`src/rtl/rks_pkg.sv`:
```
// Package for the running K-th smallest selector: widths, register map,
// and the command and status bundles between controller and datapath.
// No dependencies.
`timescale 1ns / 1ps
`default_nettype none

package rks_pkg;

  // Field widths fixed by the interface.
  localparam int DATA_W = 32;
  localparam int POS_W  = 32;
  localparam int RANK_W = 7;

  // Default depth of the sorted store.
  localparam int MAX_K_DEF = 64;

  // Configuration port.
  localparam int          CFG_DATA_W = 32;
  localparam int          CFG_ADDR_W = 3;
  localparam logic        REG_RANK_K = 1'b0;  // register index, taken from paddr[2]
  localparam logic [RANK_W-1:0] RANK_RESET = RANK_W'(1);

  // Commands from the controller to the datapath.
  typedef struct packed {
    logic accept;    // load a new item, restart and counter handling
    logic rd_walk;   // read the entry just below the current hole
    logic shift_wr;  // move the read entry up into the hole
    logic place_wr;  // write the new item into the hole
    logic rd_out;    // read the entry at the effective rank
    logic load_out;  // copy the read entry into the output register
  } ctrl_cmd_t;

  // Status from the datapath to the controller.
  typedef struct packed {
    logic hole_at_zero;  // the hole has reached the bottom of the store
    logic new_before;    // the new item sorts strictly before the read entry
    logic have_result;   // the store holds at least K entries
    logic out_busy;      // a result waits and is stalled
  } dp_stat_t;

endpackage

`default_nettype wire

```
`src/rtl/rks_ctrl.sv`:
```
// Controller of the K-th smallest selector: sequences one item through the
// insertion walk and the result read. Uses rks_pkg.
`timescale 1ns / 1ps
`default_nettype none

module rks_ctrl
  import rks_pkg::*;
(
  input  wire logic     clk,
  input  wire logic     rst_n,
  input  wire logic     in_valid,
  output logic          in_stall,
  input  wire dp_stat_t stat,
  output ctrl_cmd_t     cmd
);

  typedef enum logic [5:0] {
    S_IDLE  = 6'b000001,
    S_RD    = 6'b000010,
    S_CMP   = 6'b000100,
    S_ORD   = 6'b001000,
    S_OWAIT = 6'b010000,
    S_OLOAD = 6'b100000
  } state_t;

  state_t state_r;
  state_t state_nxt;

  // Next state and commands.
  always_comb begin
    state_nxt = state_r;
    cmd       = '0;
    unique case (state_r)
      S_IDLE: begin
        if (in_valid) begin
          cmd.accept = 1'b1;
          state_nxt  = S_RD;
        end
      end
      S_RD: begin
        if (stat.hole_at_zero) begin
          cmd.place_wr = 1'b1;
          state_nxt    = S_ORD;
        end else begin
          cmd.rd_walk = 1'b1;
          state_nxt   = S_CMP;
        end
      end
      S_CMP: begin
        if (stat.new_before) begin
          cmd.shift_wr = 1'b1;
          state_nxt    = S_RD;
        end else begin
          cmd.place_wr = 1'b1;
          state_nxt    = S_ORD;
        end
      end
      S_ORD: begin
        if (stat.have_result) begin
          cmd.rd_out = 1'b1;
          state_nxt  = S_OWAIT;
        end else begin
          state_nxt = S_IDLE;
        end
      end
      S_OWAIT: begin
        state_nxt = S_OLOAD;
      end
      S_OLOAD: begin
        if (!stat.out_busy) begin
          cmd.load_out = 1'b1;
          state_nxt    = S_IDLE;
        end
      end
      default: begin
        state_nxt = S_IDLE;
      end
    endcase
  end

  always_ff @(posedge clk) begin
    if (!rst_n) begin
      state_r <= S_IDLE;
    end else begin
      state_r <= state_nxt;
    end
  end

  // One item at a time: the input is open only while idle.
  assign in_stall = (state_r != S_IDLE);

endmodule

`default_nettype wire

```
`config.mk`:
```
export PLATFORM = sky130hd
export DESIGN_NAME = rks_ctrl
export DESIGN_NICKNAME = d
export VERILOG_FILES = /design/src/rtl/rks_pkg.sv /design/src/rtl/rks_ctrl.sv
export SDC_FILE = /design/constraint.sdc
export NUM_CORES = 1
export LEC_CHECK = 0
export BUFFER_PORTS_ARGS = -buffer_cell sky130_fd_sc_hd__buf_2
export CORE_AREA = 2 2 39 41
export CTS_BUF_LIST = sky130_fd_sc_hd__clkbuf_4
export DETAILED_ROUTE_END_ITERATION = 8
export DIE_AREA = 0 0 41 43
export PLACE_DENSITY = 0.57
export SLEW_MARGIN = 10
export SYNTH_ARGS = -nofsm -noshare
export SYNTH_HDL_FRONTEND = slang
export SYNTH_SLANG_ARGS = --single-unit
```
`constraint.sdc`:
```
create_clock -name clk -period 1.31 [get_ports clk]
set_input_delay 0.131 -clock clk [delete_from_list [all_inputs] [get_ports clk]]
set_output_delay 0.131 -clock clk [all_outputs]
set_load 0.05 [all_outputs]
```
==> flow_summary.toml <==
[outcome]
outcome = "finished with violations"
violations = "setup timing"

[place]
place_ws_ps = -3.73
hpwl_microns = 679
place_area_sq_um = 460
placedCellCount = 75
place.gp.congestion = 0.766
port_buffers = 13

[floorplanning]
placeableCoreArea_sq_um = 1380
pin_count = 14
dieHeight_microns = 43
rows = 14
dieWidth_microns = 41
initial_core_util = 0.250
dieArea_sq_um = 1760

[min_path]
hold_path_depth = 2
hold_end = "state_r[2]"
holdCritPathClass = "primary input to flop"
hold_start = "stat[3]"

[synthesis]
synth_cells = 45
syn_avg_cell_area_sq_um = 7.67
yosysWarnings = 0
syn-num-nets = 52
synth_area_sq_um = 345
ys_ff_latch = 6
ys_seq_area_frac = 0.348
synth_cell_type_count = 21

[detailed_routing]
drc = 0
antenna_left = 0
avgViaCountPerCell = 4.94
dr.first_iter.drc_count = 2
avgRoutedWirePerCell_microns = 12.5
drt-total-wl_mm = 1.05
firstDrtPassIters = 2
num_vias = 415

[setup_path]
r2r_setup_slack_ps = -60
ff2ff_path_depth = 7
crit_family = "simple AND/OR/NAND/NOR gates"
cp.required_ps = 1180
path_max_fanout = 4
end_kind = "primary output"
critPathLaunchType = "flop"
critPathKind = "flop to primary output"
worstPathArrival_ps = 1260
r2r_end = "state_r[0]"
critPathMaxStageDelay_ps = 350
cp_slowest_cell = "dfxtp_2"
r2r_start = "state_r[2]"
cp.buffers_inverters = 1
cp_cell_sequence = "nor2_2 > nand2_2 > nor3_4 > buf_6"

[layout]
top_regs = "state_r x6"
fin_util = 0.470
final_cell_mix = "7 x buf_6, 7 x buf_4, 6 x buf_2"
max_flop_register = "state_r"
syn_to_final_growth_pct = 88.4
layout.cells.non_filler = 84
drive_gt1_frac = 0.647
largest_reg_flops = 6
fin_area_sq_um = 651
diodes = 0
finalNetCount = 77
fill_cells = 141

[clock_network]
htreeDepth = 1
clk_latency_ps = 250
cts_root_buf = "clkbuf_4"
path_clk_slew_ps = 50
cts_made_buffers = 3
cts_tree = "done"
cts_max_path_buffers = 2
clkSinkCount = 6

[timing]
relSlewSlack = 0.824
tightest_slew_ps = 260
hold_viol_final = 0
setup_ws_ps = -84.3
skew_ps = 7.25
final_max_slew_viol_count = 0
fin_crit_sh = 1.06
setup_violations = 8
rsz0062_at_grt = "yes"
fin_crit_ps = 1390
fmax_ghz = 0.717

[grt]
grt_max_degree = 8
grt_overflow = 0
track_usage = 0.144
antenna_found_initial = 0
grt_first_pass_wirelength_mm = 1.64
grt_pass1_vias = 425

[pwr]
leakagePower_nw = 0.279
power_mw = 0.754
ir_drop_mv = 0.500
p_per_area_nw_per_um2 = 1160

[flow_run]
maxCapViolations = 0
-- logic make-up (layout without fill, tap and decap cells) --
family          Yosys count  after routing  synth area share
buf+inv                   5             28            0.0544
simple gates             26             26             0.409
compound gates            7              7             0.163
xor+xnor                  1              1            0.0254
flops                     6              6             0.348
-- what timing repair did --
item	4_1_cts	5_1_grt
cloned	0	0
endpoints found under the setup margin	7	12
endpoints found under the hold margin	0	0
buffers inserted	6	0
hold buffers	0	0
pin swaps	7	3
gates resized for setup	30	6
-- metrics by stage --
step / TNS, ps / hold WS (ps)
finish: -508 / 111
global route: -1270 / 119
CTS: -381 / 78.9
detailed placement: -3.73 / 347
global placement: -3.57 / 342
floorplan: -704 / 210
-- synthesized netlist by cell type --
cell       instances  area [sq um]
a21oi_1            2          10.0
a221oi_1           1          8.76
a2bb2oi_1          1          8.76
dfxtp_1            6           120
inv_1              5          18.8
nand2_1            1          3.75
nand2b_1           1          6.26
nand3_1            4          20.0
nand3b_1           1          7.51
nand4_1            2          12.5
nor2_1             8          30.0
nor2b_1            2          12.5
nor3_1             2          10.0
nor3_2             1          10.0
nor4_1             2          12.5
nor4b_1            1          8.76
o211ai_1           1          7.51
o211ai_2           1          12.5
o311ai_1           1          8.76
or2b_1             1          7.51
xor2_1             1          8.76
-- power breakdown --
| group | switching, mW | internal (mW) |
|---|---|---|
| clock network | 0.0736 | 0.104 |
| registers | 0.0367 | 0.201 |
| logic | 0.195 | 0.144 |
| total | 0.305 | 0.449 |
-- worst max path at each step --
stage | startpoint | endpoint | depth (start not counted)
2_1_floorplan | state_r[1] | cmd[5] | 3
3_3_place_gp | state_r[0] | cmd[4] | 4
3_5_place_dp | state_r[4] | cmd[4] | 4
4_1_cts | state_r[2] | cmd[5] | 4
5_1_grt | state_r[0] | cmd[4] | 4
6_report | state_r[5] | cmd[4] | 4
-- layer usage --
layer  wire [microns]  track usage  vias to the layer above
met4                6       0.0600                        0
met2              567        0.238                       13
met5                0            0                        -
met1              402        0.139                      190
met3               71       0.0785                        2
li1                 -            -                      210
-- layout make-up --
type / instances / area [sq um] / area share
Inverter: 5 / 18.8 / 0.0288
Tap cell: 16 / 20.0 / 0.0308
Sequential cell: 6 / 133 / 0.204
Clock buffer: 3 / 22.5 / 0.0346
Timing Repair Buffer: 20 / 161 / 0.248
Multi-Input combinational cell: 34 / 295 / 0.454
No activity file was read; power rests on OpenSTA's default activity.
